--- src/hw/rtl/usx_pkg.sv ---
// ----------------------------------------------------------------------------
// usx_pkg
// shared types, constants and helpers of the serial transceiver
// ----------------------------------------------------------------------------
`default_nettype none

package usx_pkg;

  localparam int unsigned TIMER_W      = 16;
  localparam int unsigned DATA_W       = 8;
  localparam int unsigned FRAME_W      = DATA_W + 3;
  localparam int unsigned BITCNT_W     = 4;
  localparam int unsigned CFG_IDX_W    = 2;
  localparam int unsigned CFG_DATA_W   = 16;
  localparam int unsigned MIN_PERIOD   = 4;
  localparam int unsigned MIN_DATA     = 5;
  localparam int unsigned MAX_DATA     = 8;

  localparam logic [TIMER_W-1:0]  RST_PERIOD = TIMER_W'(1667);
  localparam logic [3:0]          RST_DBITS  = 4'd8;
  localparam logic [1:0]          RST_SBITS  = 2'd2;

  typedef enum logic [CFG_IDX_W-1:0] {
    REG_BIT_PERIOD = 2'd0,
    REG_DATA_BITS  = 2'd1,
    REG_STOP_BITS  = 2'd2
  } cfg_reg_t;

  typedef struct packed {
    logic [TIMER_W-1:0] bit_period;
    logic [3:0]         data_bits;
    logic [1:0]         stop_bits;
  } cfg_t;

  typedef struct packed {
    logic              rx_line;
    logic              tx_start;
    logic [DATA_W-1:0] tx_byte;
  } item_t;

  typedef enum logic [3:0] {
    RX_IDLE  = 4'b0001,
    RX_START = 4'b0010,
    RX_DATA  = 4'b0100,
    RX_WAIT  = 4'b1000
  } rx_phase_t;

  function automatic logic [TIMER_W-1:0] eff_period(input logic [TIMER_W-1:0] p);
    eff_period = (p < TIMER_W'(MIN_PERIOD)) ? TIMER_W'(MIN_PERIOD) : p;
  endfunction

  function automatic logic [BITCNT_W-1:0] eff_dbits(input logic [3:0] d);
    logic [BITCNT_W-1:0] r;
    r = d;
    if (d < 4'(MIN_DATA)) r = BITCNT_W'(MIN_DATA);
    if (d > 4'(MAX_DATA)) r = BITCNT_W'(MAX_DATA);
    eff_dbits = r;
  endfunction

  function automatic logic [1:0] eff_sbits(input logic [1:0] s);
    logic [1:0] r;
    r = s;
    if (s == 2'd0) r = 2'd1;
    if (s == 2'd3) r = 2'd2;
    eff_sbits = r;
  endfunction

  function automatic logic [DATA_W-1:0] char_mask(input logic [BITCNT_W-1:0] db);
    char_mask = {DATA_W{1'b1}} >> (BITCNT_W'(DATA_W) - db);
  endfunction

endpackage

`default_nettype wire

--- src/hw/rtl/uart_serial_transceiver.sv ---
// ----------------------------------------------------------------------------
// uart_serial_transceiver
// async serial transmitter and receiver stepped, when nothing stalls, by one tick beat per cycle
// ----------------------------------------------------------------------------
//  port group  direction  beat content
//  in_*        input      rx_line, tx_start, tx_byte (one clock tick)
//  out_*       output     tx_line, tx_ready, rx_valid, rx_byte (one per tick)
//  cfg_*       input      register index and write data
//
//  one tick beat in and one result beat out per cycle when nothing stalls
//  each beat passes the queue entry, then the state update into the out register
//  the two-entry queue takes beats while the out register is stalled
//  rst_n synchronous, active low; config registers reset to 1667 / 8 / 2
// ----------------------------------------------------------------------------
`default_nettype none

module uart_serial_transceiver (
  input  wire logic                              clk,
  input  wire logic                              rst_n,
  input  wire logic                              in_valid,
  output logic                                   in_stall,
  input  wire logic                              in_rx_line,
  input  wire logic                              in_tx_start,
  input  wire logic [usx_pkg::DATA_W-1:0]        in_tx_byte,
  output logic                                   out_valid,
  input  wire logic                              out_stall,
  output logic                                   out_tx_line,
  output logic                                   out_tx_ready,
  output logic                                   out_rx_valid,
  output logic [usx_pkg::DATA_W-1:0]             out_rx_byte,
  input  wire logic                              cfg_valid,
  output logic                                   cfg_ready,
  input  wire logic [usx_pkg::CFG_IDX_W-1:0]     cfg_index,
  input  wire logic [usx_pkg::CFG_DATA_W-1:0]    cfg_data
);

  usx_pkg::cfg_t  cfg_r, cfg_nxt;
  usx_pkg::item_t in_item;
  usx_pkg::item_t q_item;
  logic           q_valid;
  logic           q_pop;

  assign cfg_ready = 1'b1;
  assign in_item   = '{rx_line: in_rx_line, tx_start: in_tx_start, tx_byte: in_tx_byte};

  always_comb begin
    cfg_nxt = cfg_r;
    if (cfg_valid) begin
      unique case (cfg_index)
        usx_pkg::REG_BIT_PERIOD: cfg_nxt.bit_period = cfg_data[usx_pkg::TIMER_W-1:0];
        usx_pkg::REG_DATA_BITS:  cfg_nxt.data_bits  = cfg_data[3:0];
        usx_pkg::REG_STOP_BITS:  cfg_nxt.stop_bits  = cfg_data[1:0];
        default:                 cfg_nxt = cfg_r;
      endcase
    end
  end

  always_ff @(posedge clk) begin
    if (!rst_n) begin
      cfg_r.bit_period <= usx_pkg::RST_PERIOD;
      cfg_r.data_bits  <= usx_pkg::RST_DBITS;
      cfg_r.stop_bits  <= usx_pkg::RST_SBITS;
    end else begin
      cfg_r <= cfg_nxt;
    end
  end

  usx_front u_front (
    .clk      (clk),
    .rst_n    (rst_n),
    .in_valid (in_valid),
    .in_stall (in_stall),
    .in_item  (in_item),
    .q_valid  (q_valid),
    .q_item   (q_item),
    .q_pop    (q_pop)
  );

  usx_core u_core (
    .clk          (clk),
    .rst_n        (rst_n),
    .cfg          (cfg_r),
    .q_valid      (q_valid),
    .q_item       (q_item),
    .q_pop        (q_pop),
    .out_valid    (out_valid),
    .out_stall    (out_stall),
    .out_tx_line  (out_tx_line),
    .out_tx_ready (out_tx_ready),
    .out_rx_valid (out_rx_valid),
    .out_rx_byte  (out_rx_byte)
  );

endmodule

`default_nettype wire

--- src/hw/rtl/usx_front.sv ---
// ----------------------------------------------------------------------------
// usx_front
// input side: takes tick beats and holds them in a two-entry queue
// ----------------------------------------------------------------------------
`default_nettype none

module usx_front (
  input  wire logic          clk,
  input  wire logic          rst_n,
  input  wire logic          in_valid,
  output logic               in_stall,
  input  wire usx_pkg::item_t in_item,
  output logic               q_valid,
  output usx_pkg::item_t     q_item,
  input  wire logic          q_pop
);

  usx_pkg::item_t mem_r [2];
  logic       wr_ptr_r, wr_ptr_nxt;
  logic       rd_ptr_r, rd_ptr_nxt;
  logic [1:0] count_r, count_nxt;
  logic       push;
  logic       pop;

  assign in_stall = (count_r == 2'd2);
  assign push     = in_valid && !in_stall;
  assign q_valid  = (count_r != 2'd0);
  assign pop      = q_pop && q_valid;
  assign q_item   = mem_r[rd_ptr_r];

  always_comb begin
    wr_ptr_nxt = push ? ~wr_ptr_r : wr_ptr_r;
    rd_ptr_nxt = pop ? ~rd_ptr_r : rd_ptr_r;
    count_nxt  = count_r + 2'(push) - 2'(pop);
  end

  always_ff @(posedge clk) begin
    if (!rst_n) begin
      wr_ptr_r <= 1'b0;
      rd_ptr_r <= 1'b0;
      count_r  <= 2'd0;
    end else begin
      wr_ptr_r <= wr_ptr_nxt;
      rd_ptr_r <= rd_ptr_nxt;
      count_r  <= count_nxt;
    end
  end

  always_ff @(posedge clk) begin
    if (push) begin
      mem_r[wr_ptr_r] <= in_item;
    end
  end

endmodule

`default_nettype wire

--- src/hw/rtl/usx_core.sv ---
// ----------------------------------------------------------------------------
// usx_core
// back end: transmitter and receiver state, one tick per queue entry
// ----------------------------------------------------------------------------
`default_nettype none

module usx_core (
  input  wire logic                         clk,
  input  wire logic                         rst_n,
  input  wire usx_pkg::cfg_t                cfg,
  input  wire logic                         q_valid,
  input  wire usx_pkg::item_t               q_item,
  output logic                              q_pop,
  output logic                              out_valid,
  input  wire logic                         out_stall,
  output logic                              out_tx_line,
  output logic                              out_tx_ready,
  output logic                              out_rx_valid,
  output logic [usx_pkg::DATA_W-1:0]        out_rx_byte
);

  localparam int unsigned TW = usx_pkg::TIMER_W;
  localparam int unsigned DW = usx_pkg::DATA_W;
  localparam int unsigned FW = usx_pkg::FRAME_W;
  localparam int unsigned BW = usx_pkg::BITCNT_W;

  logic [FW-1:0] tx_shift_r, tx_shift_nxt;
  logic [BW-1:0] tx_left_r, tx_left_nxt;
  logic [TW-1:0] tx_timer_r, tx_timer_nxt;
  usx_pkg::rx_phase_t rx_phase_r, rx_phase_nxt;
  logic [DW-1:0] rx_shift_r, rx_shift_nxt;
  logic [BW-1:0] rx_idx_r, rx_idx_nxt;
  logic [TW-1:0] rx_timer_r, rx_timer_nxt;

  logic          out_valid_r;
  logic          tx_line_r, tx_line_nxt;
  logic          tx_ready_r, tx_ready_nxt;
  logic          rx_valid_r, rx_valid_nxt;
  logic [DW-1:0] rx_byte_r, rx_byte_nxt;

  logic [TW-1:0] period;
  logic [BW-1:0] dbits;
  logic [DW-1:0] mask;
  logic [FW-1:0] shift_mid;
  logic [BW-1:0] left_mid;
  logic [TW-1:0] timer_mid;
  logic [TW-1:0] tx_dec;
  logic [TW-1:0] rx_dec;

  assign q_pop        = q_valid && (!out_valid_r || !out_stall);
  assign out_valid    = out_valid_r;
  assign out_tx_line  = tx_line_r;
  assign out_tx_ready = tx_ready_r;
  assign out_rx_valid = rx_valid_r;
  assign out_rx_byte  = rx_byte_r;

  assign period = usx_pkg::eff_period(cfg.bit_period);
  assign dbits  = usx_pkg::eff_dbits(cfg.data_bits);
  assign mask   = usx_pkg::char_mask(dbits);

  // transmitter
  always_comb begin
    tx_ready_nxt = (tx_left_r == '0);
    shift_mid    = tx_shift_r;
    left_mid     = tx_left_r;
    timer_mid    = tx_timer_r;
    if (tx_ready_nxt && q_item.tx_start) begin
      shift_mid = {2'b11, q_item.tx_byte | ~mask, 1'b0};
      left_mid  = BW'(1) + dbits + BW'(usx_pkg::eff_sbits(cfg.stop_bits));
      timer_mid = period;
    end
    tx_line_nxt  = 1'b1;
    tx_shift_nxt = shift_mid;
    tx_left_nxt  = left_mid;
    tx_timer_nxt = timer_mid;
    tx_dec       = timer_mid - TW'(1);
    if (left_mid != '0) begin
      tx_line_nxt  = shift_mid[0];
      tx_timer_nxt = tx_dec;
      if (tx_dec == '0) begin
        tx_shift_nxt = {1'b1, shift_mid[FW-1:1]};
        tx_left_nxt  = left_mid - BW'(1);
        tx_timer_nxt = period;
      end
    end
  end

  // receiver
  always_comb begin
    rx_phase_nxt = rx_phase_r;
    rx_shift_nxt = rx_shift_r;
    rx_idx_nxt   = rx_idx_r;
    rx_timer_nxt = rx_timer_r;
    rx_valid_nxt = 1'b0;
    rx_byte_nxt  = '0;
    rx_dec       = rx_timer_r - TW'(1);
    unique case (rx_phase_r)
      usx_pkg::RX_START: begin
        rx_timer_nxt = rx_dec;
        if (rx_dec == '0) begin
          rx_phase_nxt = usx_pkg::RX_DATA;
          rx_timer_nxt = period;
        end
      end
      usx_pkg::RX_DATA: begin
        rx_timer_nxt = rx_dec;
        if (rx_dec == '0) begin
          rx_shift_nxt = rx_shift_r | (DW'(q_item.rx_line) << rx_idx_r[2:0]);
          rx_idx_nxt   = rx_idx_r + BW'(1);
          rx_timer_nxt = period;
          if (rx_idx_nxt >= dbits) begin
            rx_valid_nxt = 1'b1;
            rx_byte_nxt  = rx_shift_nxt & mask;
            rx_phase_nxt = usx_pkg::RX_WAIT;
          end
        end
      end
      usx_pkg::RX_WAIT: begin
        if (q_item.rx_line) begin
          rx_phase_nxt = usx_pkg::RX_IDLE;
        end
      end
      default: begin
        rx_phase_nxt = usx_pkg::RX_IDLE;
        if (!q_item.rx_line) begin
          rx_phase_nxt = usx_pkg::RX_START;
          rx_shift_nxt = '0;
          rx_idx_nxt   = '0;
          rx_timer_nxt = period >> 1;
        end
      end
    endcase
  end

  always_ff @(posedge clk) begin
    if (!rst_n) begin
      tx_shift_r  <= '1;
      tx_left_r   <= '0;
      tx_timer_r  <= '0;
      rx_phase_r  <= usx_pkg::RX_IDLE;
      rx_shift_r  <= '0;
      rx_idx_r    <= '0;
      rx_timer_r  <= '0;
      out_valid_r <= 1'b0;
    end else begin
      if (q_pop) begin
        tx_shift_r  <= tx_shift_nxt;
        tx_left_r   <= tx_left_nxt;
        tx_timer_r  <= tx_timer_nxt;
        rx_phase_r  <= rx_phase_nxt;
        rx_shift_r  <= rx_shift_nxt;
        rx_idx_r    <= rx_idx_nxt;
        rx_timer_r  <= rx_timer_nxt;
        out_valid_r <= 1'b1;
      end else if (!out_stall) begin
        out_valid_r <= 1'b0;
      end
    end
  end

  always_ff @(posedge clk) begin
    if (q_pop) begin
      tx_line_r  <= tx_line_nxt;
      tx_ready_r <= tx_ready_nxt;
      rx_valid_r <= rx_valid_nxt;
      rx_byte_r  <= rx_byte_nxt;
    end
  end

endmodule

`default_nettype wire

--- config.mk ---
export PLATFORM = sky130hd
export DESIGN_NAME = uart_serial_transceiver
export DESIGN_NICKNAME = d
export VERILOG_FILES = /design/src/hw/rtl/usx_pkg.sv /design/src/hw/rtl/uart_serial_transceiver.sv /design/src/hw/rtl/usx_front.sv /design/src/hw/rtl/usx_core.sv
export SDC_FILE = /design/constraint.sdc
export NUM_CORES = 1
export LEC_CHECK = 0
export ABC_AREA = 1
export BUFFER_PORTS_ARGS = -buffer_cell sky130_fd_sc_hd__buf_2
export CELL_PAD_IN_SITES_DETAIL_PLACEMENT = 0
export CELL_PAD_IN_SITES_GLOBAL_PLACEMENT = 1
export CORE_MARGIN = 3
export CORE_UTILIZATION = 45
export CTS_CLUSTER_SIZE = 28
export DETAILED_ROUTE_END_ITERATION = 12
export PLACE_DENSITY = 0.9
export SKIP_LAST_GASP = 1
export SYNTH_ARGS = -nofsm -noshare
export SYNTH_HDL_FRONTEND = slang
export SYNTH_SLANG_ARGS = --single-unit
--- constraint.sdc ---
create_clock -name clk -period 3 [get_ports clk]
set_input_delay 0.3 -clock clk [delete_from_list [all_inputs] [get_ports clk]]
set_output_delay 0.3 -clock clk [all_outputs]
set_load 0.02 [all_outputs]
# Word-level counts from Yosys, hierarchy flattened
# Memories as Yosys holds them, arrays and structs flattened. A register that Yosys moved wholly into a read port is not among the register bits.
# Index checks and enable logic that the tools add are counted.
# totals
reg_bits,101
inputBits,33
wordCells,118
n_memories,1
ramBits,20
# classes
n_shift,2
n_mux,37
n_lt_le_gt_ge,4
n_bitwise,8
n_addsub,9
reduce_logical,25
eq_ne,14
# mem_list
name,depth,width,rd,rd_clocked_by_memory_dff,wr,line,text
u_front.mem_r,2,10,1,1,1,usx_front.sv:18,usx_pkg::item_t mem_r [2];
# ops
cell,count
$mux W16,6
$mux W4,11
$mux W11,3
$logic_not A16 Y1,2
$pmux W16 S2,1
$sub A16 B1 Y16 const B,2
$lt A16 B3 Y1 const B,1
$mux W8,2
$or A8 B8 Y8,2
$pmux W8 S2,1
$pmux W4 S3,1
$ne A2 B1 Y1 const B,5
$and A8 B8 Y8,1
$mux W2,4
$not A8 Y8,1
$pmux W4 S2,1
$reduce_and A2 Y1,4
$shl A1 B3 Y8,1
$shr A8 B4 Y8 const A,1
$mux W1,7
$eq A2 B2 Y1 const B,3
$reduce_and A3 Y1,2
$reduce_and A5 Y1,1
$add A1 B4 Y4 const A,1
other kinds (24),35

# Logic depth before layout (Yosys ltp)
# logic_depth
ltp_word,10
mapped_depth,21
ltp_nobuf,21

# By module
# A second synthesis with hierarchy kept.
# hier_totals
hier_cells,1115
hier_area_um2,7797.5
# modules_own_cells
mod,seq_area_each_um2,instances,area_per_inst_um2,cells_each
usx_core,1611.5,1,5835.6,913
usx_front,700.7,1,1009.7,69
uart_serial_transceiver,440.4,1,952.2,133

# Worst setup path before layout
# No wires, ideal clock.
# synth_timing
path_type,reg2reg
startpoint,memory u_front.mem_r[1][8] in the netlist's numbering
endpoint,register u_core.tx_shift_r[1]
slack_ns,0.275
path_stages_with_launch,20
setup_time_ns,0.116
period_less_slack_ns,2.725
arrival_ns,2.609
n_path_buf,1
cell_sequence,edfxtp_1 -> nand2_1 -> inv_1 -> nor2_4 -> nor2_8 -> or2_2 -> nand2_2 -> ha_1 -> nand2_2 -> nor2_4 -> nand2_1 -> nand2_1 -> nand2_1 -> nor2_1 -> nand2_1 -> nor2_8 -> nand4_4 -> buf_6 -> o21ai_1 -> nand2_1
# synth_lines
element,line,text
from (decl),usx_front.sv:18,
to (signal assigned),usx_core.sv:147,tx_shift_r <= tx_shift_nxt;
to (decl),usx_core.sv:27,"logic [FW-1:0] tx_shift_r, tx_shift_nxt;"

==> out/qor_table.md <==
| Result | Value | Unit |
| --- | --- | --- |
| Count of flip-flops with a built-in enable after synthesis | 31 | - |
| Total power per unit cell area | 1300 | nW/µm² |
| Die span in x | 136 | µm |
| Fraction of the mapped netlist area in compound gates | 14.9 | % |
| Number of global-route vias before repair | 6,752 | - |
| Normalized max-slew margin | 43.9 | % |
| Fraction of the mapped netlist area in simple logic gates | 34.1 | % |
| Number of buffers added on ports | 45 | - |
| Number of diodes | 0 | - |
| Standard cell area after detailed placement | 8220 | µm² |
| HP Class | input port to register | - |
| Portion of total power attributed to the clock network | 16.5 | % |
| Fraction of power spent switching nets | 50.7 | % |
| CP Data Arrival Time | 3.24 | ns |
| TritonCTS Sinks | 121 | - |
| Number of nets with antenna violations after detailed routing | 0 | - |
| Leakage power | 3.99 | nW |
| Buffer depth of the longest clock path | 2 | - |
| Initial antenna violation count | 0 | - |
| Core box area | 16,200 | µm² |
| Crit-path most repeated cell | nand2_1 | - |
| Area enclosed by the die boundary | 18,400 | µm² |
| Initial cell density of the core | 46.7 | % |
| Slowest CP cell | edfxtp_1 | - |
| Element type at the critical path start | register | - |
| CTS hold repair buffers | 0 | - |
| Multiplexer share of the synthesized area | 0.530 | % |
| Later-pin clock latency in the skew report | 0.43 | ns |
| Worst setup EP type | register | - |
| Crit path to | u_core.tx_left_r[2] | - |
| Number of vias after detailed routing | 7,328 | - |
| Gate power share | 63.1 | % |
| DRC Markers | 0 | - |
| Post-placement worst setup slack | 0.0864 | ns |
| Critical R2R Capture | u_core.tx_left_r[2] | - |
| Synth Flop Type | dfxtp_1 | - |
| Synthesized area per cell | 7.10 | µm² |
| Peak fanout along the critical path | 5 | - |
| Tcrit/Tclk final | 95.9 | % |
| Sequential cell fraction of total power | 20.4 | % |
| Layout overhead on the synthesized area | 18.5 | % |
| Clock slew seen by the registers of the worst setup and hold paths | 0.06 | ns |
| Kind of critical path | register to register | - |
| Post-DP HPWL | 14,600 | µm |
| Post-synthesis async set-or-reset flop share | 0 | % |
| Total Wirelength | 20,800 | µm |
| Crit path setup slack, layout | 0.124 | ns |
| Number of cells produced by synthesis | 1,063 | - |
| Final #Nets | 1,195 | - |
| Top cells by area in the synthesized netlist | dfxtp_1 24%, edfxtp_1 12%, nand2_1 12% | - |
| Crit-path max cell delay | 0.36 | ns |
| Root Driver | clkbuf_16 | - |
| Cell with the most instances after synthesis | nand2_1 | - |
| Yosys Warn Count | 0 | - |
| Top-level port count | 47 | - |
| Largest area contributor in the synthesized netlist | dfxtp_1 | - |
| Yosys reg bits | 121 | - |
| Slew of the pin with the lowest slew margin | 0.838 | ns |
| Post-synthesis xor/xnor area fraction | 1.97 | % |
| Detailed Routing Iterations Pass 1 | 5 | - |
| Pin count of the biggest net entering global routing | 47 | - |
| Number of buffers added by the clock tree synthesis step | 17 | - |
| Max frequency | 348 | MHz |
| 1st-iter DRT viols | 675 | - |
| Final estimated routing congestion in global placement | 0.941 | - |
| Most numerous cell types in the synthesized netlist | 243 x nand2_1, 115 x inv_1, 111 x a21oi_1 | - |
| Setup-failing EPs final | 0 | - |
| Non-Filler Cell Area, Final | 8950 | µm² |
| Unique cell type count in the Yosys netlist | 48 | - |
| Total global routing overflow | 0 | - |
| Layout cells sized above 1 | 19.6 | % |
| Power Internal | 5.74 | mW |
| Die boundary height | 136 | µm |
| FF-to-FF setup slack | 0.12 | ns |
| Post-synth net total | 1,115 | - |
| Unrepaired setup endpoints after global routing | yes | - |
| Adder-cell area share of the yosys netlist | 3.25 | % |
| Fraction of post-synthesis cell area in the top cell type by area | 23.9 | % |
| Worst r2r path cells | 19 | - |
| Routed vias/inst | 5.34 | - |
| Post-synthesis sequential area ratio | 36.2 | % |
| Post-Synthesis Cell Area | 7550 | µm² |
| Row Count | 46 | - |
| Min Tclk post-route | 2.88 | ns |
| Number of hold violations in the final report | 0 | - |
| Combinational family with the most area after synthesis | simple AND/OR/NAND/NOR gates | - |
| Final-report max-slew violation count | 0 | - |
| Result of the run | complete, no violations | - |
| Maximum vdd ir drop | 0.595 | mV |
| NetSw | 5.91 | mW |
| Number of H-tree levels | 4 | - |
| Hold slack | 0.0533 | ns |
| Fillers | 1,588 | - |
| CP startpoint | u_front.mem_r[0][8] | - |
| Maximum clock skew at final layout | 0.0129 | ns |
| Maxcap violations | 0 | - |
| Global-route wire length before repair | 33,700 | µm |
| Worst-path cell chain | inv_1 > nor2_1 > nor2_4 > nor2_8 > or2_2 > nand2_2 > ha_4 > nand2_4 > nor2_4 > buf_4 > nand2_1 > nand2_1 > nand2_1 > nor3_4 > buf_4 > nand3_4 > o21ai_1 > nand2_1 > a21oi_1 | - |
| CTS tree | done | - |
| Required time at the endpoint of the critical path | 3.36 | ns |
| Global router's overall resource usage | 23.1 | % |
| Routed length per placed instance | 15.2 | µm |
| Worst reg2reg path startpoint | u_front.mem_r[0][8] | - |
[registers in the layout (all words and copies together), names as in the netlist, 2 cells and up, named ones only]
name                count
cfg_r                  21
u_core.out_rx_byte      8
u_core.rx_idx_r         4
u_core.rx_phase_r       4
u_core.rx_shift_r       8
u_core.rx_timer_r      16
u_core.tx_left_r        4
u_core.tx_shift_r      11
u_core.tx_timer_r      16
u_front.count_r         2
u_front.mem_r          20
[power by group through the flow]
stage	Sequential (mW)	Clock (mW)	Combinational, mW
floorplan	2.43	0	5.04
global placement	2.40	0	6.74
detailed placement	2.40	0	6.76
CTS	2.37	1.94	6.80
global route	2.43	2.02	8.17
finish	2.38	1.92	7.35
[repair_timing]
| item | 4_1_cts | 5_1_grt |
|---|---|---|
| resized for setup | 0 | 31 |
| setup buffers | 0 | 8 |
| endpoints found under the setup margin | 0 | 49 |
[placed cells by master, fill, tap and decap left out, types with 29 or more instances in the layout]
cell / n
edfxtp_1: 31
nor2_1: 60
buf_4: 54
buf_2: 45
nand4_1: 29
o21ai_0: 69
nand3_1: 97
a21oi_1: 111
inv_1: 115
dfxtp_1: 90
nand2_1: 240
[layout make-up]
class / count / area [µm²] / area share (%)
sequential: 121 / 2730 / 30.5
tap: 216 / 270 / 3.02
clock inverter: 14 / 115 / 1.29
multi-input combinational: 780 / 4260 / 47.7
clock buffer: 18 / 429 / 4.80
inverter: 120 / 453 / 5.06
timing repair buffer: 103 / 684 / 7.65
[routing by layer]
layer  wire, µm  GRT usage [%]  vias to the layer above
li1           -              -                     3708
met5          0              0                        -
met2       9510           36.3                      224
met1       9600           32.0                     3363
met3       1170           4.38                       33
met4        505           8.01                        0
[critical path: cells and delay by family (launching register included)]
| kind | cells | cell delay, ns |
|---|---|---|
| buffers and inverters | 3 | 0.42 |
| adder cells (fa/ha/maj) | 1 | 0.16 |
| flip-flops | 1 | 0.36 |
| AND/OR/NAND/NOR | 13 | 1.59 |
| AO/OA/AOI/OAI | 2 | 0.27 |
[logic make-up (layout without fill, tap and decap cells)]
| family | Yosys count | after routing |
|---|---|---|
| other cells | 1 | 1 |
| fa+ha+maj | 19 | 19 |
| simple gates | 525 | 526 |
| mux | 4 | 4 |
| xor+xnor | 17 | 17 |
| flops | 121 | 121 |
| compound gates | 213 | 213 |
| buf+inv | 163 | 255 |
[worst min path at each step]
stage / cells past startpoint / slack [ns] / from / to
2_1_floorplan: 0 / 0.40 / in_tx_byte[0] / u_front.mem_r[0][0]
3_3_place_gp: 2 / 0.43 / u_core.tx_shift_r[10] / u_core.tx_shift_r[10]
3_5_place_dp: 2 / 0.44 / u_core.tx_shift_r[10] / u_core.tx_shift_r[10]
4_1_cts: 1 / 0.05 / in_tx_byte[1] / u_front.mem_r[0][1]
5_1_grt: 1 / 0.05 / in_tx_byte[0] / u_front.mem_r[0][0]
6_report: 1 / 0.05 / in_tx_byte[5] / u_front.mem_r[1][5]
[through the flow]
stage	instances	utilization (%)	total power [mW]	setup TNS, ns
after CTS	1363	54.2	11.1	0
after detailed placement	1331	50.8	9.16	0
after floorplan	1063	-	7.47	0
after global routing	1372	55.3	12.6	-0.253
final	1372	55.3	11.6	0
after global placement	1331	50.8	9.14	0
(Power assumes the default switching activity.)
